**config.mk**
```make
export PLATFORM = sky130hd
export DESIGN_NAME = fsf_mac
export DESIGN_NICKNAME = d
export VERILOG_FILES = /design/src/rtl/fsf_pkg.sv /design/src/rtl/fsf_mac.sv
export SDC_FILE = /design/constraint.sdc
export NUM_CORES = 1
export LEC_CHECK = 0
export BUFFER_PORTS_ARGS = -buffer_cell sky130_fd_sc_hd__buf_2
export CAP_MARGIN = 20
export CORE_MARGIN = 2
export CORE_UTILIZATION = 59
export CTS_CLUSTER_SIZE = 12
export DETAILED_ROUTE_END_ITERATION = 8
export PLACE_DENSITY = 0.79
export SLEW_MARGIN = 40
export SYNTH_ARGS = -nofsm -noshare
export SYNTH_HDL_FRONTEND = slang
export SYNTH_SLANG_ARGS = --single-unit
```
**constraint.sdc**
```tcl
create_clock -name clk -period 4.7 [get_ports clk]
set_input_delay 0.235 -clock clk [delete_from_list [all_inputs] [get_ports clk]]
set_output_delay 0.235 -clock clk [all_outputs]
set_load 0.01 [all_outputs]
```
**src/rtl/fsf_pkg.sv**
```systemverilog
package fsf_pkg;

	localparam int MAX_TAPS_DEF = 256;
	localparam int SAMPLE_W     = 16;
	localparam int COEF_W       = 16;
	localparam int INDEX_W      = 8;
	localparam int CFG_W        = 9;
	localparam int PROD_W       = SAMPLE_W + COEF_W;

	localparam logic REQ_LOAD   = 1'b0;
	localparam logic REQ_FILTER = 1'b1;

	// controls shared by every cell of the chain
	typedef struct packed {
		logic load;
		logic shift;
		logic rotate;
	} cell_ctl_t;

	typedef struct packed {
		logic clear;
		logic take;
	} mac_ctl_t;

endpackage

```
**src/rtl/fsf_mac.sv**
```systemverilog
module fsf_mac #(
	parameter int ACC_W = 40
) (
	input  logic                                 clk,
	input  logic                                 arst_n,
	input  fsf_pkg::mac_ctl_t                    ctl,
	input  logic signed [fsf_pkg::COEF_W-1:0]    tap,
	input  logic signed [fsf_pkg::SAMPLE_W-1:0]  smp,
	output logic signed [ACC_W-1:0]              acc
);
	import fsf_pkg::*;

	logic signed [PROD_W-1:0] prod_s1;
	logic                     take_s1;
	logic signed [ACC_W-1:0]  acc_q;

	always_ff @(posedge clk) begin
		prod_s1 <= PROD_W'(tap) * PROD_W'(smp);
	end

	always_ff @(posedge clk or negedge arst_n) begin
		if (!arst_n) begin
			take_s1 <= 1'b0;
		end else begin
			take_s1 <= ctl.take && !ctl.clear;
		end
	end

	always_ff @(posedge clk) begin
		if (ctl.clear) begin
			acc_q <= '0;
		end else if (take_s1) begin
			acc_q <= acc_q + {{(ACC_W-PROD_W){prod_s1[PROD_W-1]}}, prod_s1};
		end
	end

	assign acc = acc_q;

endmodule
```
---- Word-level counts from Yosys, hierarchy flattened ----
Index checks and enable logic that the tools add are counted.
storage, ports and cells
  register bits ........................... 73
  word-level logic and storage cells ...... 7
cells by class
  $add $sub $neg .......................... 1
  $mul .................................... 1
  reductions and logical operators ........ 2
operators by type and width
  kind                                            count
  40-bit adder                                    1
  16-bit by 16-bit multiplier with 32-bit output  1
  1-bit logical AND                               1
  1-bit logical NOT                               1

---- Logic depth before layout (Yosys ltp) ----
Gate-level depths: netlist of run 1.
  word-level depth ........................ 2
  depth in mapped cells ................... 23
  mapped depth without buffers ............ 22

---- Worst setup path after synthesis of run 1 ----
No wires, ideal clock.
  path type ............................... input to register
  from .................................... input smp[7] (netlist bit)
  to ...................................... register prod_s1[31]
  library setup time ...................... 0.120 ns
  arrival time ............................ 5.842 ns
  required time ........................... 4.580 ns
  slack ................................... -1.262 ns
  stages .................................. 22
  path buffers ............................ 1
  cells stage by stage .................... clkbuf_1 -> nand2_1 -> fa_1 -> inv_1 -> fa_1 -> inv_1 -> fa_1 -> inv_1 -> fa_1 -> fa_1 -> inv_1 -> fa_1 -> inv_1 -> ha_1 -> a21o_1 -> a21o_1 -> a2111oi_2 -> o21ai_1 -> a31oi_4 -> o221ai_2 -> o41a_1 -> a211o_1
between the ends
  longest elaborated chain between the ends .. 1
RTL lines
  item                                            line           RTL
  start, declared                                 fsf_mac.sv:8   input logic signed [fsf_pkg::SAMPLE_W-1:0] smp,
  16-bit by 16-bit multiplier with 32-bit output  fsf_mac.sv:18  prod_s1 <= PROD_W'(tap) * PROD_W'(smp);
  end signal, assigned                            fsf_mac.sv:18
  end, declared                                   fsf_mac.sv:13  logic signed [PROD_W-1:0] prod_s1;
No other way between the ends.
A chain may end at the register's enable or synchronous reset.

---- Final worst setup path of run 1 ----
  from .................................... input tap[10] (netlist bit)
  to ...................................... register prod_s1[31]
between the ends
  longest elaborated chain between the ends .. 1
RTL lines
  item                                            line           RTL
  start, declared                                 fsf_mac.sv:7   input logic signed [fsf_pkg::COEF_W-1:0] tap,
  16-bit by 16-bit multiplier with 32-bit output  fsf_mac.sv:18
No other way between the ends.

==> run_results.csv, run 1 <==
group,metric,value,unit
synthesis,ys.flop_type,"dfxtp_1",
placement,portBuffers,75,
global_route,gr-total-overflow,0,
critical_path,crit_type,"in -> reg",
die,die_h,158,um
placement,placedCellCount,2033,
detailed_routing,vias_per_cell,5.47,
detailed_routing,drt_iter0_drc,810,
detailed_routing,num_vias,11326,
sta,drv_slew,0,
placement,gp_congestion,0.930,
min_path,hold_depth,2,
clocking,clkLatencyLatePin,0.34,ns
cells_and_area,final_cell_mix,"269 x inv_1, 244 x fa_1, 143 x buf_4, 139 x nand2_1, 104 x and2_1",
sta,rsz0062_at_grt,"yes",
die,start_util,59.8,%
synthesis,avgSynthCellArea,9.11,um2
sta,finalSetupTns,-7.27,ns
min_path,holdPathEnd,"take_s1",
critical_path,slowest_delay,0.54,ns
detailed_routing,ant_nets,0,
clocking,numCtsBuffers,9,
detailed_routing,drc,0,
run_status,violations,"setup timing",
sta,fin_crit_sh,115,%
clocking,cts_tree,"yes",
sta,slew_headroom,49.8,%
synthesis,ys_seq_area_share,10.5,%
critical_path,rr_worst_depth,12,
die,ioPinCount,76,
synthesis,synth_cells,1537,
cells_and_area,syn2layout_area_growth,22.1,%
clocking,cts_sinks,73,
critical_path,critPathRequiredTime,4.93,ns
critical_path,crit_top_cell,"fa_1",
synthesis,synth_fp_nets,1957,
critical_path,crit_arrival,5.66,ns
synthesis,syn_area,14000,um2
min_path,min-delay-start,"ctl[0]",
critical_path,slowest_stage,"fa_1",
detailed_routing,dr.pass1.iters,5,
die,die_w,158,um
clocking,clk_pin_slew_worst_paths,0.06,ns
min_path,hold_class,"in -> reg",
cells_and_area,drive_gt1_share,24.2,%
critical_path,startpoint_type,"input port",
critical_path,path_delay_family,"adder cells",
sta,setup_viol,16,
sta,worst_pin_slew,0.753,ns
cells_and_area,layout.cells.non_filler,2072,
critical_path,worstPathCellList,"buf_8 > and2_4 > fa_1 > inv_1 > fa_1 > fa_1 > inv_2 > fa_1 > fa_1 > inv_2 > fa_1 > inv_2 > ha_4 > a21o_1 > a21o_1 > a2111oi_4 > o21ai_2 > a31oi_4 > o221ai_2 > o41a_1 > a211o_1",
critical_path,r2r_slack,1.59,ns
critical_path,critPathBufInv,5,
detailed_routing,routed_wl,35200,um
global_route,gr-usage-all-layers,29.1,%
clocking,clock-root-buffer,"clkbuf_16",
sta,max_freq,184,MHz
critical_path,critical_path.max_fanout,3,
sta,hold_violations,0,
clocking,cts_htree_levels,3,
die,core,23400,um2
cells_and_area,antenna_cells,0,
global_route,grt_start_max_net_pins,48,
global_route,antenna_found_initial,0,
critical_path,worstReg2RegStart,"acc[0]",
synthesis,yosys.cell_types.count,74,
global_route,grt_pass1_vias,12240,
cells_and_area,final_common_cell,"inv_1",
sta,setup_ws,-0.726,ns
die,dieArea,25000,um2
global_route,grt_pass1_wl,57800,um
die,rows,56,
sta,period_minus_slack,5.43,ns
run_status,status,"complete, but fails checks",
critical_path,r2r_end,"acc[34]",
clocking,clk_path_buf_depth,2,
detailed_routing,avgRoutedWirePerCell,17.0,um
placement,place_hpwl,28700,um
synthesis,synth_seq_cells,73,
sta,final.setup_skew,0.00608,ns
synthesis,async_reset_ff_share,1.37,%
cells_and_area,nets,2169,
run,drv_cap,0,
critical_path,crit_path_end_kind,"flop",
synthesis,ys_warn_count,0,
synthesis,synth-edff-count,0,
Yosys cell counts, types with 5 or more instances:
library cell	instances	area, um2
clkbuf_1	42	158
and2_1	130	813
a21o_1	22	165
nor2_1	70	263
buf_2	7	35.0
inv_1	296	1110
and3_1	5	31.3
o21ai_0	35	175
mux2i_1	25	250
fa_1	263	5270
a21oi_1	63	315
xnor2_1	51	447
or3_1	5	31.3
nor3_1	8	40.0
xor2_1	16	140
a211oi_1	8	60.1
a31oi_1	7	43.8
nor2b_1	9	56.3
o21a_1	10	75.1
dfxtp_1	72	1440
o21bai_1	10	75.1
nand2b_1	15	93.8
o22ai_1	5	31.3
nand2_1	148	556
nand4_1	7	43.8
nand3_1	14	70.1
ha_1	121	1510
sequential cells by signal, indices dropped and copies added (netlist names):
signal	count
acc	40
prod_s1	32
take_s1	1
metal layers:
metal | routed length, um | vias up | track usage, %
li1 | - | 5234 | -
met1 | 14800 | 5618 | 37.4
met2 | 17600 | 403 | 51.3
met3 | 2080 | 71 | 4.33
met4 | 733 | 0 | 8.19
met5 | 0 | - | 0
how the worst max path moves through the flow:
stage | slack, ns | end | startpoint | cells past startpoint
after detailed placement | -1.19 | prod_s1[31] | smp[4] | 21
after floorplan | -0.91 | prod_s1[31] | tap[7] | 22
after global routing | -0.89 | prod_s1[31] | tap[6] | 23
after CTS | -0.70 | prod_s1[31] | tap[10] | 21
final | -0.73 | prod_s1[31] | tap[10] | 21
after global placement | -1.13 | prod_s1[31] | smp[4] | 21
stage by stage:
step,hold slack [ns],cell area [um2],worst slack [ns],util (%)
after floorplan,-0.0606,14400,-0.912,-
after global placement,0.00906,16000,-1.13,68.4
after detailed placement,0.0107,16000,-1.19,68.4
after CTS,0.115,16800,-0.696,71.9
after global routing,0.132,17100,-0.889,73.0
final,0.123,17100,-0.726,73.0
area by class of cell:
type	instances	area [um2]
clock buffers	9	225
well taps	319	399
repair buffers	256	2080
multi-input cells	1113	11800
clock inverters	6	60.1
fillers	1664	6310
inverters	296	1110
flip-flops and latches	73	1470
worst register-to-register path: stages (launching register included):
cell	delay, ns
dfxtp_1	0.37
ha_1	0.21
inv_1	0.06
fa_1	0.40
nor2b_1	0.16
o31a_1	0.26
o211ai_4	0.14
a2111oi_4	0.40
o2111ai_2	0.21
a21oi_2	0.16
a21oi_1	0.09
or4b_1	0.47
o311ai_1	0.09
cells by family (layout without fill, tap and decap cells):
family / Yosys count / count (layout) / synth area share [%]
compound gates: 201 / 201 / 9.83
xor+xnor: 67 / 67 / 4.19
fa+ha+maj: 384 / 384 / 48.4
buf+inv: 351 / 567 / 9.51
flops: 73 / 73 / 10.5
mux: 26 / 26 / 1.87
simple gates: 435 / 435 / 15.7
what timing repair did:
item,4_1_cts,5_1_grt
pin swaps,64,29
buffers inserted,23,2
endpoints found under the setup margin,18,19
gates cloned,0,1
resized for setup,113,70
endpoints found under the hold margin,1,0
hold buffers,1,0
Power of run 1 is not shown: default switching activity piles up to over one toggle a cycle in this logic, so the estimate is an artifact.
==> inputs of run 2 (changes only) <==
Settings changed: REMOVE_ABC_BUFFERS set to 1.
==> run 2 against run 1 <==
  * The flow still finishes with violations (setup timing)
  * Clock skew rose by 0.0012 ns
  * Routed wire length fell by 1.5%
  * Die area unchanged
  * Flip-flop and latch count unchanged
  * Sequential share of layout area hardly changed
  * Critical path type unchanged
  * Critical endpoint unchanged
==> run_results.csv, run 2 (synthesis results as in run 1) <==
group,metric,value,unit
run_status,status,"complete, but fails checks",
run_status,violations,"setup timing",
critical_path,crit_path_end_kind,"flop",
placement,portBuffers,75,
global_route,antenna_found_initial,0,
detailed_routing,num_vias,11365,
critical_path,critical_path.max_fanout,5,
die,ioPinCount,76,
critical_path,slowest_delay,0.57,ns
global_route,grt_start_max_net_pins,42,
critical_path,critPathRequiredTime,4.92,ns
critical_path,crit_arrival,5.78,ns
die,rows,56,
global_route,gr-usage-all-layers,28.1,%
die,start_util,59.8,%
critical_path,crit_type,"in -> reg",
detailed_routing,dr_wl_met2,17200,um
placement,place_hpwl,27600,um
detailed_routing,drt_iter0_drc,708,
global_route,grt_pass1_wl,55900,um
detailed_routing,vias_per_cell,5.46,
critical_path,crit_top_cell,"fa_1",
critical_path,worstReg2RegStart,"acc[0]",
cells_and_area,drive_gt1_share,24.2,%
detailed_routing,top_layer,"met4",
die,die_w,158,um
sta,finalSetupTns,-9.86,ns
clocking,numCtsBuffers,9,
global_route,grt_pass1_vias,11854,
detailed_routing,dr.pass1.iters,5,
clocking,cts_htree_levels,3,
clocking,clkLatencyLatePin,0.33,ns
critical_path,crit_path_start,"tap[6]",
detailed_routing,wl_met3,1970,um
sta,whs,0.130,ns
clocking,clk_path_buf_depth,2,
global_route,gr-total-overflow,0,
detailed_routing,routed_wl,34700,um
sta,fin_crit_sh,118,%
min_path,hold_class,"in -> reg",
detailed_routing,met1Wirelength,14600,um
die,die_h,158,um
cells_and_area,final_cell_mix,"269 x inv_1, 245 x fa_1, 152 x buf_4, 138 x nand2_1, 112 x and2_1",
min_path,min-delay-start,"ctl[0]",
sta,setup_viol,18,
cells_and_area,largest_reg_flops,40,
sta,worst_pin_slew,0.749,ns
sta,max_freq,180,MHz
placement,gp_congestion,0.929,
cells_and_area,syn2layout_area_growth,22.3,%
die,dieArea,25000,um2
clocking,cts_tree,"yes",
sta,hold_violations,0,
sta,final.setup_skew,0.00730,ns
critical_path,path_delay_family,"adder cells",
sta,drv_slew,0,
sta,rsz0062_at_grt,"yes",
critical_path,startpoint_type,"input port",
clocking,clk_pin_slew_worst_paths,0.05,ns
sta,slew_headroom,50.1,%
critical_path,slowest_stage,"fa_1",
detailed_routing,drc,0,
cells_and_area,fill_cells,1618,
cells_and_area,antenna_cells,0,
critical_path,critPathBufInv,6,
cells_and_area,final_common_cell,"inv_1",
clocking,clock-root-buffer,"clkbuf_16",
run,drv_cap,0,
critical_path,worstPathCellList,"buf_12 > nand2_4 > fa_1 > inv_2 > fa_1 > inv_2 > fa_1 > inv_2 > fa_1 > fa_1 > inv_1 > fa_1 > inv_2 > ha_4 > a21o_1 > a21o_1 > a2111oi_4 > o21ai_2 > a31oi_4 > o221ai_2 > o41a_1 > a211o_1",
die,core,23400,um2
detailed_routing,avgRoutedWirePerCell,16.7,um
sta,period_minus_slack,5.56,ns
cells_and_area,nets,2179,
detailed_routing,ant_nets,0,
clocking,cts_sinks,73,
sta,setup_ws,-0.860,ns
run 2: cell types whose count changed in the layout (fill, tap and decap cells not counted), moves of 3 or more:
cell | previous run | this run
nor2_2 | 3 | 0
buf_6 | 43 | 54
and2_4 | 26 | 18
buf_2 | 54 | 50
buf_4 | 143 | 152
buf_12 | 5 | 2
nor2_4 | 0 | 3
and2_1 | 104 | 112
run 2: metal layers:
layer	vias up	global-route usage [%]
met4	0	8.84
met1	5609	37.0
met2	425	48.8
li1	5247	-
met5	-	0
met3	84	3.09
run 2: final timing paths:
kind	end	slack, ns	cells after the start
worst max-delay path	prod_s1[31]	-0.86	22
worst min-delay path	take_s1	0.13	2
worst max register to register	acc[34]	1.57	12
worst min register to register	acc[38]	0.48	2
max in group asynchronous	take_s1	4.39	2
min in group asynchronous	take_s1	0.22	2
run 2: metrics by stage:
stage	util (%)	std cells	area, um2	worst slack (ns)
2_1_floorplan	-	1482	13800	-0.981
3_3_place_gp	67.3	2035	15700	-1.26
3_5_place_dp	67.3	2035	15700	-1.35
4_1_cts	71.6	2071	16700	-0.835
5_1_grt	73.2	2082	17100	-1.00
6_report	73.2	2082	17100	-0.860
run 2: area by class of cell:
cell class	count	area (um2)	area share, %
multi-input combinational	1113	11700	68.6
timing repair buffer	266	2140	12.5
sequential	73	1470	8.57
inverter	296	1110	6.49
tap	319	399	2.33
clock buffer	12	246	1.44
clock inverter	3	17.5	0.102
run 2: timing repair:
action,CTS,global route
pin swaps,96,55
cloned,0,0
endpoints found under the hold margin,1,0
endpoints found under the setup margin,19,20
buffers inserted,20,12
resized for setup,158,77
hold buffers,1,0
Power of run 2 is left out for the same reason.
==> inputs of run 3 (changes only) <==
Clock period 4.7 ns to 5.4 ns, I/O delays scaled along.
==> run 3 against run 2 <==
  * The run still ends with setup timing left
  * Via count decreased by 3.8%
  * Sequential share of layout area grew 0.35 points
  * Global-route usage shrank 1.3 points
  * Non-clock buffer count down 30
  * Worst setup slack better by 0.77 ns
  * Register-to-register slack better by 0.71 ns
  * Core utilization down 2.9 points
  * Hold slack better by 0.048 ns
  * Largest cell class unchanged
==> run_results.csv, run 3 (synthesis results as in run 1) <==
group,metric,value,unit
run_status,status,"complete, but fails checks",
run_status,violations,"setup timing",
placement,place_ws,-0.673,ns
clocking,clkLatencyLatePin,0.34,ns
detailed_routing,drt_iter0_drc,627,
placement,portBuffers,75,
sta,drv_slew,0,
die,ioPinCount,76,
global_route,gr-total-overflow,0,
detailed_routing,dr.pass1.iters,5,
global_route,grt_start_max_net_pins,48,
global_route,grt_pass1_vias,11432,
critical_path,critPathRequiredTime,5.62,ns
global_route,gr-usage-all-layers,26.7,%
sta,setup_viol,1,
critical_path,worstReg2RegStart,"acc[0]",
detailed_routing,vias_per_cell,5.33,
placement,place_hpwl,27300,um
detailed_routing,ant_nets,0,
cells_and_area,nets,2149,
cells_and_area,antenna_cells,0,
run,drv_cap,0,
critical_path,critical_path.max_fanout,5,
sta,period_minus_slack,5.49,ns
critical_path,crit_arrival,5.72,ns
sta,fin_crit_sh,102,%
die,rows,56,
sta,final.setup_skew,0.00811,ns
die,dieArea,25000,um2
cells_and_area,final_cell_mix,"284 x inv_1, 250 x fa_1, 154 x buf_4, 144 x nand2_1, 118 x and2_1",
clocking,cts_sinks,73,
detailed_routing,drc,0,
sta,hold_violations,0,
global_route,grt_pass1_wl,53400,um
die,die_w,158,um
die,core,23400,um2
cells_and_area,syn2layout_area_growth,17.5,%
clocking,numCtsBuffers,9,
critical_path,startpoint_type,"input port",
sta,max_freq,182,MHz
sta,worst_pin_slew,0.731,ns
clocking,clk_path_buf_depth,2,
critical_path,crit_path_end_kind,"flop",
min_path,min-delay-start,"ctl[0]",
cells_and_area,final_common_cell,"inv_1",
clocking,clock-root-buffer,"clkbuf_16",
critical_path,crit_type,"in -> reg",
clocking,cts_tree,"yes",
detailed_routing,avgRoutedWirePerCell,15.8,um
sta,rsz0062_at_grt,"yes",
critical_path,crit_path_start,"tap[9]",
detailed_routing,num_vias,10928,
cells_and_area,largest_reg_flops,40,
placement,gp_congestion,0.933,
min_path,hold_class,"in -> reg",
cells_and_area,layout.cells.non_filler,2052,
cells_and_area,drive_gt1_share,19.4,%
die,start_util,59.8,%
global_route,antenna_found_initial,0,
sta,setup_ws,-0.0912,ns
clocking,clk_pin_slew_worst_paths,0.05,ns
cells_and_area,fill_cells,1712,
sta,slew_headroom,51.3,%
detailed_routing,routed_wl,32500,um
die,die_h,158,um
placement,placedCellCount,2025,
clocking,cts_htree_levels,3,
## run 3: cell count changes in the layout (fill, tap and decap cells not counted), sizes merged
cell,delta
buf,-31
clkbuf,+2
clkinv,-1
## run 3: layout make-up
type	instances	area, um2	share of cell area, %
flip-flops and latches	73	1470	8.92
clock buffers	13	270	1.64
well taps	319	399	2.43
inverters	296	1110	6.75
repair buffers	236	1730	10.5
multi-input cells	1113	11500	69.7
clock inverters	2	12.5	0.0761
## run 3: layer usage
metal | global-route usage (%) | part of all wire [%] | up-vias | wire length [um]
met1 | 36.2 | 44 | 5345 | 14400
met2 | 45.8 | 48 | 343 | 15600
met4 | 6.01 | 2.0 | 0 | 655
met3 | 3.83 | 5.7 | 53 | 1860
met5 | 0 | 0 | - | 0
li1 | - | - | 5187 | -
## run 3: worst paths after layout
kind	to	slack, ns	cells after the start
min reg2reg	acc[36]	0.49	2
max	prod_s1[31]	-0.09	21
min in group asynchronous	take_s1	0.25	2
min	take_s1	0.18	2
max in group asynchronous	take_s1	5.05	2
max reg2reg	acc[34]	2.28	12
## run 3: what timing repair did
item | 4_1_cts | 5_1_grt
pin swaps | 25 | 37
endpoints found under the setup margin | 12 | 14
hold endpoints to repair | 1 | 0
resized for setup | 49 | 75
setup buffers | 1 | 10
hold buffers | 1 | 0
## run 3: through the flow
stage          cell area [um2]  hold WS [ns]  util (%)  setup TNS, ns
3_3_place_gp             15700        0.0442      67.0          -5.26
3_5_place_dp             15700        0.0488      67.0          -6.46
2_1_floorplan            13800       -0.0256         -         -0.591
5_1_grt                  16400         0.173      70.3          -1.26
6_report                 16400         0.178      70.3        -0.0912
4_1_cts                  16100         0.177      69.0         -0.199
## run 3: critical path, stage by stage
cell and delay [ns]:
buf_8 0.11, and2_4 0.16, fa_1 0.55, inv_1 0.06
fa_1 0.47, fa_1 0.49, inv_1 0.05, fa_1 0.45
fa_1 0.49, inv_1 0.05, fa_1 0.52, inv_2 0.05
ha_4 0.21, a21o_1 0.18, a21o_1 0.21, a2111oi_4 0.30
o21ai_2 0.12, a31oi_4 0.19, o221ai_2 0.13, o41a_1 0.37
a211o_1 0.27
Power of run 3 is left out for the same reason.
