==> src/rtl/fsf_pkg.sv <==
package fsf_pkg;

	localparam int MAX_TAPS_DEF = 256;
	localparam int SAMPLE_W     = 16;
	localparam int COEF_W       = 16;
	localparam int INDEX_W      = 8;
	localparam int CFG_W        = 9;
	localparam int PROD_W       = SAMPLE_W + COEF_W;

	localparam logic REQ_LOAD   = 1'b0;
	localparam logic REQ_FILTER = 1'b1;

	// controls shared by every cell of the chain
	typedef struct packed {
		logic load;
		logic shift;
		logic rotate;
	} cell_ctl_t;

	typedef struct packed {
		logic clear;
		logic take;
	} mac_ctl_t;

endpackage

==> src/rtl/fsf_cell.sv <==
module fsf_cell #(
	parameter int CELL_IDX = 0
) (
	input  logic                                 clk,
	input  logic                                 arst_n,
	input  fsf_pkg::cell_ctl_t                   ctl,
	input  logic        [fsf_pkg::INDEX_W-1:0]   coef_index,
	input  logic signed [fsf_pkg::COEF_W-1:0]    coef_value,
	input  logic signed [fsf_pkg::SAMPLE_W-1:0]  smp_prev,
	input  logic signed [fsf_pkg::SAMPLE_W-1:0]  smp_next,
	input  logic signed [fsf_pkg::COEF_W-1:0]    tap_next,
	output logic signed [fsf_pkg::SAMPLE_W-1:0]  smp,
	output logic signed [fsf_pkg::COEF_W-1:0]    tap
);
	import fsf_pkg::*;

	logic signed [SAMPLE_W-1:0] smp_q;
	logic signed [COEF_W-1:0]   tap_q;
	logic                       hit;

	assign hit = (32'(coef_index) == 32'(CELL_IDX));

	// delay line entry, cleared by reset
	always_ff @(posedge clk or negedge arst_n) begin
		if (!arst_n) begin
			smp_q <= '0;
		end else if (ctl.shift) begin
			smp_q <= smp_prev;
		end else if (ctl.rotate) begin
			smp_q <= smp_next;
		end
	end

	always_ff @(posedge clk) begin
		if (ctl.load && hit) begin
			tap_q <= coef_value;
		end else if (ctl.rotate) begin
			tap_q <= tap_next;
		end
	end

	assign smp = smp_q;
	assign tap = tap_q;

endmodule

==> config.mk <==
export PLATFORM = sky130hd
export DESIGN_NAME = fsf_cell
export DESIGN_NICKNAME = d
export VERILOG_FILES = /design/src/rtl/fsf_pkg.sv /design/src/rtl/fsf_cell.sv
export SDC_FILE = /design/constraint.sdc
export NUM_CORES = 1
export LEC_CHECK = 0
export BUFFER_PORTS_ARGS = -buffer_cell sky130_fd_sc_hd__buf_2
export CORE_MARGIN = 3
export CORE_UTILIZATION = 36
export CTS_CLUSTER_SIZE = 28
export DETAILED_ROUTE_END_ITERATION = 8
export PLACE_DENSITY = 0.88
export SLEW_MARGIN = 20
export SYNTH_ARGS = -nofsm -noshare
export SYNTH_HDL_FRONTEND = slang
export SYNTH_SLANG_ARGS = --single-unit
==> constraint.sdc <==
create_clock -name clk -period 0.8 [get_ports clk]
set_input_delay 0.04 -clock clk [delete_from_list [all_inputs] [get_ports clk]]
set_output_delay 0.04 -clock clk [all_outputs]
set_load 0.05 [all_outputs]
# Word-level counts from Yosys, hierarchy flattened
# Index checks and enable logic that the tools add are counted.
# op_classes
n_mux	4
n_reduce_logical	4
# op_table
operator	n
2-to-1 mux 16 bit	4
logical NOT 8 bit	1
nonzero test 2 bit	2
logical AND 1 bit	1
# word_totals
in_bits	77
output_inout_bits	32
reg_bits	32

# Logic depth before layout (Yosys ltp)
# Gate-level depths: netlist (run 1).
# depth
ltp_word	3
mapped_depth	4
ltp_nobuf	3

# Least setup slack after synthesis (run 1)
# No wires, ideal clock.
# synth_timing
path_type	input to register
start	in coef_index[1] (netlist bit)
end	reg tap_q[0], in the netlist tap[0], enable pin
path_buffers	1
slack_ns	-0.813
path_stages	4
setup_ns	0.371
arrival_ns	1.241
t_required_ns	0.429
cell_sequence	nor4_2 -> nand4b_4 -> buf_6 -> or2b_1
# synth_via
elab_chain_len	3
# synth_lines
element	line_no	source
start: declaration	fsf_cell.sv:7	input logic [fsf_pkg::INDEX_W-1:0] coef_index,
logical NOT 8 bit	fsf_cell.sv:21	assign hit = (32'(coef_index) == 32'(CELL_IDX));
logical AND 1 bit	fsf_cell.sv:35	if (ctl.load && hit) begin
nonzero test 2 bit (no line)	--	
end signal: assignment	fsf_cell.sv:36	tap_q <= coef_value;
end signal: assignment	fsf_cell.sv:38	tap_q <= tap_next;
end: declaration	fsf_cell.sv:18	logic signed [COEF_W-1:0] tap_q;
# Every way passes these cells.
# A chain may end at the register's enable or synchronous reset.

# Worst setup path in the final report (run 1)
# layout_timing
start	in coef_index[0] (netlist bit)
end	reg tap_q[9], in the netlist tap[9] (data pin)
# layout_via
elab_chain_len	3
# layout_lines
element	line_no
logical NOT 8 bit	fsf_cell.sv:21
logical AND 1 bit	fsf_cell.sv:35
2-to-1 mux 16 bit	fsf_cell.sv:35
# Every way passes these cells.

==> flow_summary.toml, run 1 <==
[critical_path]
reg_to_reg_slack_setup_ns = 0.03
critical_path_arrival_ns = 1.14
path_max_fanout = 9
critPathKind = "in2reg"
worstReg2RegEnd = "smp[9]"
crit-reg2reg-launch = "smp[9]"
rr_worst_depth = 2
worst_endpoint_required_time_ns = 0.81
critical_path.endpoint_type = "register"
worst_setup_path_start_kind = "input pin"

[power_and_ir_drop]
powerDensity_nw_per_um2 = 1720
max_vdd_drop_v = 0.00115
total_leakage_power_nw = 1.29
power.total_mw = 4.47

[yosys]
ys_seq_area_frac = 0.597
synth.yosys.warnings = 0
yosys-top-cells-area = "sky130_fd_sc_hd__edfxtp_1 33%, sky130_fd_sc_hd__dfrtp_1 27%, sky130_fd_sc_hd__mux2i_1 11%"
synth_top_area_cell = "sky130_fd_sc_hd__edfxtp_1"
mappedNetlistArea_um2 = 1480
synth_top_area_frac = 0.325
netlist_instances = 106
post_synth.cell_area_avg_um2 = 13.9
synth_seq_cells = 32
syn_nets = 183
post_synth_num_cell_types = 14

[global_routing]
grt-ovfl-total = 0
global_route_wire_length_before_repair_mm = 6.84
via_count_of_the_first_global_routing_pass = 1465
antenna_violations_before_repair = 0
pin_count_of_the_biggest_net_entering_global_routing = 33
global_route.usage.total = 0.178

[hold_path]
hold_class = "in2reg"
hold_path_depth = 3
timing.hold.worst.start = "smp_prev[5]"
min_delay_worst_endpoint = "smp[5]"

[final_layout]
nets = 314
layout.cell_area.non_filler_um2 = 2600
filler_cell_count = 273
postLayoutCoreUtil = 0.685
syn2layout_area_growth_pct = 76.4
final_layout_size_suffix_gt1_frac = 0.664
insertedDiodeCount = 0

[routing]
drc = 0
drt_first_iter_violations = 45
detailroute.via_count = 1332
drt_wl_total_mm = 4.20
routed_via_density = 4.66
detailedRoute.firstPassIterationCount = 4
ant_nets = 0
post_drt_wl_per_cell_um = 14.7

[clock_network]
h-tree-depth = 2
clkTransAtPathRegs_ns = 0.06
num_cts_buffers = 5
clock_tree.buffer_depth = 2
tritoncts = "done"
clock_latency_ns = 0.27
clock_sink_count = 32
clock-root-buffer = "sky130_fd_sc_hd__clkbuf_8"

[floorplan]
die_w_um = 70.0
core_area_um2 = 3800
die_height_um = 70.0
design.die.area_um2 = 4910
placement_rows = 22
start_util = 0.389
io_pins = 109

[sta]
setup_viol_count_final = 64
worst_slew_pin_slew_ns = 0.354
period_minus_slack_ns = 1.13
finalCritPeriodShare = 1.41
fin_hold_ws_ns = 0.00598
fin_skew_ns = 0
timing.final.hold_violations = 0
fmaxAchievable_mhz = 886
slew_violations = 0
finalWorstSetupSlack_ns = -0.328
max-slew-margin-rel = 0.764
rsz0062_at_grt = "yes"

[placement]
dpl-instance-area_um2 = 2150
dpl.hpwl_mm = 3.01
gp_congestion = 0.729
portBuffers = 108
pre_cts_ws_ns = -0.647

[flow_run]
drv.max_cap_violation_count = 0

[run_status]
violations = "negative setup slack"
result_of_the_run = "complete, but fails checks"
==> synthesized netlist by cell type (all sizes together) <==
cell type / instances
buf: 3
edfxtp: 16
nand4b: 1
nor3: 1
mux2: 16
nor4: 1
dfrtp: 16
nand2: 16
mux2i: 16
or2b: 1
clkbuf: 3
o21ai: 16
==> per-layer routing <==
layer	GRT usage	routed length (um)
met1	0.175	1390
met3	0.0331	196
met2	0.365	2560
met5	0	0
met4	0.0511	51
==> per-stage QoR <==
stage | cells | setup TNS, ns
floorplan | 106 | -15.30
global placement | 263 | -16.51
detailed placement | 263 | -18.44
CTS | 286 | -11.04
global route | 286 | -13.79
finish | 286 | -11.31
==> how the worst max path moves through the flow <==
stage / start / end / cells past startpoint
floorplan: coef_index[1] / tap[0] / 4
global placement: coef_index[1] / tap[12] / 5
detailed placement: coef_index[1] / tap[9] / 5
CTS: coef_index[2] / tap[9] / 5
global route: coef_index[0] / tap[14] / 5
finish: coef_index[0] / tap[9] / 5
==> cells in the final DEF (no fill, tap or decap), types with 2 or more instances in the layout <==
cell type / n
sky130_fd_sc_hd__buf_2: 74
sky130_fd_sc_hd__buf_6: 35
sky130_fd_sc_hd__mux2i_1: 16
sky130_fd_sc_hd__nand2_1: 16
sky130_fd_sc_hd__o21ai_1: 16
sky130_fd_sc_hd__dfrtp_2: 16
sky130_fd_sc_hd__edfxtp_1: 16
sky130_fd_sc_hd__dlygate4sd3_1: 13
sky130_fd_sc_hd__mux2_4: 10
sky130_fd_sc_hd__mux2_2: 6
sky130_fd_sc_hd__clkbuf_8: 5
sky130_fd_sc_hd__buf_4: 5
sky130_fd_sc_hd__or2b_4: 2
sky130_fd_sc_hd__clkbuf_1: 2
==> area by class of cell <==
| cell class | count | area [um^2] | share of cell area |
|---|---|---|---|
| timing repair buffer | 129 | 967 | 0.371 |
| sequential | 32 | 901 | 0.346 |
| multi-input combinational | 69 | 596 | 0.229 |
| clock buffer | 7 | 76.3 | 0.0293 |
| tap | 48 | 60.1 | 0.0231 |
| clock inverter | 1 | 3.75 | 0.00144 |
==> logic make-up (layout without fill, tap and decap cells) <==
family / after synthesis / count (layout) / share of synthesized area
flip-flops: 32 / 32 / 0.597
buffers and inverters: 6 / 137 / 0.0220
multiplexers: 32 / 32 / 0.253
AO/OA/AOI/OAI: 16 / 16 / 0.0542
AND/OR/NAND/NOR: 20 / 21 / 0.0737
==> power by group <==
part | total [mW] | leakage, nW | switching [mW] | internal, mW
clock | 1.12 | 0.0399 | 0.512 | 0.604
combinational | 1.37 | 0.920 | 0.772 | 0.594
sequential | 1.99 | 0.332 | 0.0905 | 1.90
==> critical path, stage by stage <==
cell and delay [ns]:
sky130_fd_sc_hd__buf_6 0.10, sky130_fd_sc_hd__nor4_4 0.32, sky130_fd_sc_hd__nand4b_4 0.18, sky130_fd_sc_hd__buf_6 0.19, sky130_fd_sc_hd__mux2_4 0.31
==> state kept, by name, summed over array words and instances (netlist names) <==
signal  flops
tap        16
smp        16
==> what timing repair did <==
item | 4_1_cts | 5_1_grt
gates cloned | 1 | 0
endpoints found under the hold margin | 28 | 0
resized for setup | 70 | 1
pin swaps | 1 | 2
endpoints found under the setup margin | 64 | 66
setup buffers | 1 | 0
hold buffers | 13 | 0
Power figures use the tool's default switching activity.
==> run 2, diff against run 1 <==
Settings changed: ABC_AREA set to 1, CORE_UTILIZATION 36 to 37, GPL_TIMING_DRIVEN set to 1.
==> run 2 against run 1 <==
  * The run ends with negative hold slack, negative setup slack left
  * Combinational power increased by 10%
  * Global-route usage increased by 3.3 points
  * Via count increased by 32%
  * Sequential share of layout area decreased by 4.4 points
  * Synthesized cell count increased by 63%
  * Register-to-register slack improved by 0.05 ns
  * Area after synthesis increased by 7.3%
  * Largest power group unchanged
  * First-iteration DRC count increased by 110%
  * Non-clock buffer count increased by 18
  * Worst setup slack improved by 0.22 ns
==> flow_summary.toml, run 2 <==
[run_status]
result_of_the_run = "complete, but fails checks"
violations = "negative hold slack, negative setup slack"

[sta]
worst_slew_pin_slew_ns = 0.408
finalCritPeriodShare = 1.14
finalWorstSetupSlack_ns = -0.111
fin_hold_ws_ns = -0.0106
period_minus_slack_ns = 0.911
rsz0062_at_grt = "yes"
setup_viol_count_final = 33
fmaxAchievable_mhz = 1100
max-slew-margin-rel = 0.727
slew_violations = 0
fin_skew_ns = 0
fin_setup_tns_ns = -2.47
timing.final.hold_violations = 1

[final_layout]
postLayoutCoreUtil = 0.736
final_layout_size_suffix_gt1_frac = 0.555
insertedDiodeCount = 0
final_common_cell = "sky130_fd_sc_hd__buf_2"
syn2layout_area_growth_pct = 88.5
final-seq-area_um2 = 901
filler_cell_count = 288
nets = 397
layoutNonFillerInstCount = 371
multi_input_area_um2 = 724
most-common-layout-cells = "74 x sky130_fd_sc_hd__buf_2, 59 x sky130_fd_sc_hd__nand2_1, 35 x sky130_fd_sc_hd__buf_6"

[yosys]
synth_seq_cells = 32
ys_top_cells_by_count = "82 x sky130_fd_sc_hd__nand2_1, 31 x sky130_fd_sc_hd__nand3_1, 16 x sky130_fd_sc_hd__dfrtp_1, 16 x sky130_fd_sc_hd__edfxtp_1"
postSynth.asyncResetShare = 0.500
netlist_instances = 173
number_of_enable_type_register_cells_in_the_synthesized_netlist = 16
mappedNetlistArea_um2 = 1580
ys_seq_area_frac = 0.556
syn_nets = 250
post_synth_num_cell_types = 19
yosysMostFrequentCell = "sky130_fd_sc_hd__nand2_1"
synth_top_area_cell = "sky130_fd_sc_hd__edfxtp_1"
synth_top_area_frac = 0.303
yosys-top-cells-area = "sky130_fd_sc_hd__edfxtp_1 30%, sky130_fd_sc_hd__dfrtp_1 25%, sky130_fd_sc_hd__nand2_1 19%"
post_synth.cell_area_avg_um2 = 9.16
yosys_most_used_dff = "sky130_fd_sc_hd__edfxtp_1"
synth.yosys.warnings = 0

[clock_network]
clock_latency_ns = 0.27
h-tree-depth = 2
num_cts_buffers = 5
clock-root-buffer = "sky130_fd_sc_hd__clkbuf_8"
clkTransAtPathRegs_ns = 0.07
cts_setup_buffers = 0
tritoncts = "done"
clock_sink_count = 32
clock_tree.buffer_depth = 2

[flow_run]
drv.max_cap_violation_count = 0

[hold_path]
timing.hold.worst.start = "smp_prev[14]"
hold_class = "in2reg"

[critical_path]
critPathKind = "reg2out"
worstPathCellList = "buf_6"
timing.critical_path.slowest_cell_delay_ns = 0.42
worst_setup_path_start_kind = "register"
reg_to_reg_slack_setup_ns = 0.08
critical_path.endpoint_type = "primary output"
timing.critical_path.slowest_stage_cell = "sky130_fd_sc_hd__edfxtp_1"
worstPathBufferInverterCount = 1
startpoint = "tap[15]"
critPathTopFamily = "flip-flops"
worst_endpoint_required_time_ns = 0.76
critical_path_arrival_ns = 0.87
crit-reg2reg-launch = "smp[8]"
path_max_fanout = 1

[placement]
portBuffers = 108
dpl.cell_count = 329
dpl.hpwl_mm = 3.20
gp_congestion = 0.710

[routing]
drt_first_iter_violations = 93
post_drt_wl_per_cell_um = 15.0
detailedRoute.firstPassIterationCount = 4
drc = 0
routed_via_density = 4.75
drt_wl_total_mm = 5.57
ant_nets = 0
detailroute.via_count = 1764

[global_routing]
antenna_violations_before_repair = 0
global_route.usage.total = 0.210
grt-ovfl-total = 0
via_count_of_the_first_global_routing_pass = 1948
pin_count_of_the_biggest_net_entering_global_routing = 17
global_route_wire_length_before_repair_mm = 8.38

[power_and_ir_drop]
power.total_mw = 4.88
power.share.sequential = 0.407
power_frac_clock = 0.284
powerDensity_nw_per_um2 = 1630
power_frac_comb = 0.309
sw_share = 0.318
internal_portion_of_total_power_mw = 3.33
max_vdd_drop_v = 0.000882
switching_power_of_the_nets_mw = 1.55
total_leakage_power_nw = 1.45

[floorplan]
start_util = 0.390
io_pins = 109
core_area_um2 = 4060
design.die.area_um2 = 5100
die_w_um = 71.4
die_height_um = 71.4
placement_rows = 23
[run 2: changes by cell type after synthesis, moves of 2 or more]
cell,previous run,this run
sky130_fd_sc_hd__nand2_1,16,82
sky130_fd_sc_hd__nand3_1,0,31
sky130_fd_sc_hd__mux2i_1,16,0
sky130_fd_sc_hd__o21ai_0,16,0
sky130_fd_sc_hd__mux2_4,9,0
sky130_fd_sc_hd__mux2_2,7,0
sky130_fd_sc_hd__inv_1,0,4
sky130_fd_sc_hd__nor2_4,0,4
sky130_fd_sc_hd__clkbuf_1,3,0
sky130_fd_sc_hd__nor2_1,0,3
sky130_fd_sc_hd__buf_4,0,2
sky130_fd_sc_hd__inv_2,0,2
sky130_fd_sc_hd__nand2_4,0,2
[run 2: path summary, 6_finish.rpt]
check,endpoint,cells after the start
worst max-delay path,tap[15],1
worst min-delay path,smp[14],3
worst max register to register,smp[8],2
worst min register to register,smp[14],2
max in group asynchronous,smp[4],2
min in group asynchronous,smp[9],2
[run 2: logic make-up (layout without fill, tap and decap cells)]
group / Yosys count / count (layout) / synth area share
buffers and inverters: 14 / 161 / 0.0656
AOI/OAI and AO/OA: 1 / 1 / 0.00474
and+or+nand+nor: 126 / 127 / 0.374
DFF: 32 / 32 / 0.556
[run 2: per-stage QoR]
step	instance area [um^2]	worst slack (ns)
2_1_floorplan	1630	-0.127
5_1_grt	2990	-0.128
6_report	2990	-0.111
3_5_place_dp	2210	-0.265
4_1_cts	2840	-0.118
3_3_place_gp	2210	-0.223
[run 2: layer usage]
layer  vias to the layer above  track usage  wire length (um)
li1                        856            -                 -
met5                         -            0                 0
met1                       811        0.195              1950
met3                        17       0.0617               364
met4                         0        0.123               189
met2                        80        0.400              3060
[run 2: layout make-up]
| cell class | count | area share |
|---|---|---|
| well taps | 50 | 0.0210 |
| flip-flops and latches | 32 | 0.302 |
| multi-input cells | 128 | 0.243 |
| inverters | 6 | 0.00754 |
| clock inverters | 1 | 0.00168 |
| repair buffers | 147 | 0.393 |
| clock buffers | 7 | 0.0327 |
[run 2: power by group through the flow]
stage	Clock (mW)	Combinational, mW	Sequential [mW]
CTS	1.41	1.44	1.99
floorplan	0	0.237	2.50
global placement	0	1.13	1.98
global route	1.48	1.59	2.00
detailed placement	0	1.15	1.98
finish	1.38	1.51	1.99
[run 2: repair_timing]
item	in CTS	in global routing
cloned	0	2
pin swaps	0	18
endpoints found under the hold margin	32	0
endpoints found under the setup margin	32	48
hold buffers	32	0
gates resized for setup	64	35
[run 2: tightest hold or removal path: stages]
cell	delay, ns
sky130_fd_sc_hd__buf_2	0.08
sky130_fd_sc_hd__a22oi_2	0.06
sky130_fd_sc_hd__nand2_1	0.05
==> run 3, diff against run 2 <==
Settings changed: ABC_AREA 1 to not set, CORE_UTILIZATION 37 to 36, PLACE_DENSITY 0.88 to 0.82.
==> run 3 against run 2 <==
  * Highest routed layer unchanged
  * Via count down 25%
  * Worst setup slack worse by 0.16 ns
  * Routed wire length shrank 24%
  * Critical endpoint is now tap[12]
  * Sequential power barely moved
  * The run ends with negative setup slack left
  * Sequential share of layout area is 3.8 points higher
==> flow_summary.toml, run 3 (same netlist as run 1, synthesis figures left out) <==
[hold_path]
min_delay_worst_endpoint = "smp[10]"
timing.hold.worst.start = "smp_next[10]"
hold_path_depth = 3
hold_class = "in2reg"

[critical_path]
worst_endpoint_required_time_ns = 0.83
timing.critical_path.slowest_stage_cell = "sky130_fd_sc_hd__nor4_4"
critPathKind = "in2reg"
crit-reg2reg-launch = "smp[1]"
critical_path_arrival_ns = 1.10
path_max_fanout = 9
worstPathCellList = "buf_6, nor4_4, nand4b_4, buf_12, mux2_4"
rr_worst_depth = 3
worst_setup_path_start_kind = "input pin"
worstReg2RegEnd = "smp[1]"
critical_path.endpoint_type = "register"
reg_to_reg_slack_setup_ns = -0.05
timing.critical_path.slowest_cell_delay_ns = 0.30

[final_layout]
filler_cell_count = 287
final-seq-area_um2 = 901
nets = 317
insertedDiodeCount = 0
final_layout_size_suffix_gt1_frac = 0.668
most-common-layout-cells = "74 x sky130_fd_sc_hd__buf_2, 35 x sky130_fd_sc_hd__buf_6, 17 x sky130_fd_sc_hd__dlygate4sd3_1"
final_common_cell = "sky130_fd_sc_hd__buf_2"
multi_input_area_um2 = 588
syn2layout_area_growth_pct = 79.7

[global_routing]
pin_count_of_the_biggest_net_entering_global_routing = 33
antenna_violations_before_repair = 0
global_route.usage.total = 0.178
global_route_wire_length_before_repair_mm = 6.64
via_count_of_the_first_global_routing_pass = 1430
grt-ovfl-total = 0

[sta]
slew_violations = 0
rsz0062_at_grt = "yes"
max-slew-margin-rel = 0.768
fmaxAchievable_mhz = 931
finalCritPeriodShare = 1.34
period_minus_slack_ns = 1.07
fin_hold_ws_ns = 0.0374
finalWorstSetupSlack_ns = -0.274
worst_slew_pin_slew_ns = 0.347
fin_skew_ns = 0
setup_viol_count_final = 65
timing.final.hold_violations = 0

[power_and_ir_drop]
powerDensity_nw_per_um2 = 1740
total_leakage_power_nw = 1.30
max_vdd_drop_v = 0.00103
power.total_mw = 4.62

[routing]
drc = 0
drt_first_iter_violations = 51
detailedRoute.firstPassIterationCount = 2
detailroute.via_count = 1323
ant_nets = 0
post_drt_wl_per_cell_um = 14.7
drt_wl_total_mm = 4.23
routed_via_density = 4.58

[clock_network]
h-tree-depth = 2
num_cts_buffers = 5
clock_sink_count = 32
clkTransAtPathRegs_ns = 0.07
clock-root-buffer = "sky130_fd_sc_hd__clkbuf_8"
clock_latency_ns = 0.27
tritoncts = "done"
clock_tree.buffer_depth = 2

[flow_run]
drv.max_cap_violation_count = 0

[floorplan]
die_w_um = 70.0
io_pins = 109
placement_rows = 22
start_util = 0.389
die_height_um = 70.0
core_area_um2 = 3800
design.die.area_um2 = 4910

[placement]
portBuffers = 108
dpl.hpwl_mm = 3.10
gp_congestion = 0.718
pre_cts_ws_ns = -0.574

[run_status]
result_of_the_run = "complete, but fails checks"
violations = "negative setup slack"
==> run 3: cell types whose count changed in the layout (fill, tap and decap cells not counted), moves of 4 or more <==
cell                            before  now
sky130_fd_sc_hd__nor2_4              6    0
sky130_fd_sc_hd__nand2_2            17    0
sky130_fd_sc_hd__nand2_1            59   16
sky130_fd_sc_hd__inv_2               4    0
sky130_fd_sc_hd__mux2i_1             0   15
sky130_fd_sc_hd__o21ai_1             0   16
sky130_fd_sc_hd__mux2_4              0   10
sky130_fd_sc_hd__mux2_2              0    6
sky130_fd_sc_hd__dlygate4sd3_1      32   17
sky130_fd_sc_hd__nand3_1            31    0
sky130_fd_sc_hd__nand2_4             8    0
==> run 3: worst max path at each step <==
stage                   from       to  slack [ns]  cells past startpoint
6_report       coef_index[1]  tap[12]       -0.27                      5
5_1_grt        coef_index[1]  tap[11]       -0.30                      5
4_1_cts        coef_index[1]   tap[9]       -0.26                      5
3_5_place_dp   coef_index[1]  tap[12]       -0.57                      5
3_3_place_gp   coef_index[1]  tap[14]       -0.56                      5
2_1_floorplan  coef_index[1]   tap[0]       -0.53                      4
==> run 3: where the power goes <==
group | total, mW | internal [mW] | switching, mW
combinational | 1.39 | 0.607 | 0.779
clock | 1.24 | 0.685 | 0.558
sequential | 1.99 | 1.90 | 0.0920
total | 4.62 | 3.19 | 1.43
==> run 3: metal layers <==
| layer | GRT usage | part of all wire | routed length [um] |
|---|---|---|---|
| met2 | 0.360 | 0.63 | 2660 |
| met3 | 0.0547 | 0.038 | 163 |
| met1 | 0.166 | 0.32 | 1360 |
| met4 | 0.0511 | 0.011 | 48 |
| met5 | 0 | 0 | 0 |
==> run 3: final cells by class <==
class                      count  share of cell area
clock buffer                   6              0.0311
timing repair buffer         133               0.381
sequential                    32               0.339
tap                           48              0.0226
multi-input combinational     68               0.222
clock inverter                 2             0.00377
==> run 3: timing repair <==
item                       4_1_cts  5_1_grt
setup endpoints to repair       64       66
gates resized for setup         68        1
hold endpoints to repair        32        0
pin swaps                        1        0
hold buffers                    17        0
gates cloned                     0        0
buffers inserted                 1        1
==> run 3: through the flow <==
step	cell area, um^2	setup TNS, ns	util	instances
2_1_floorplan	1520	-15.30	-	106
6_report	2650	-10.22	0.699	289
5_1_grt	2650	-12.80	0.699	289
3_3_place_gp	2150	-17.04	0.567	262
4_1_cts	2640	-10.13	0.696	288
3_5_place_dp	2150	-17.57	0.567	262
==> run 3: critical path, delay by kind of cell <==
kind                   cells  cell delay (ns)
buffers and inverters      2             0.28
muxes                      1             0.30
and+or+nand+nor            2             0.48
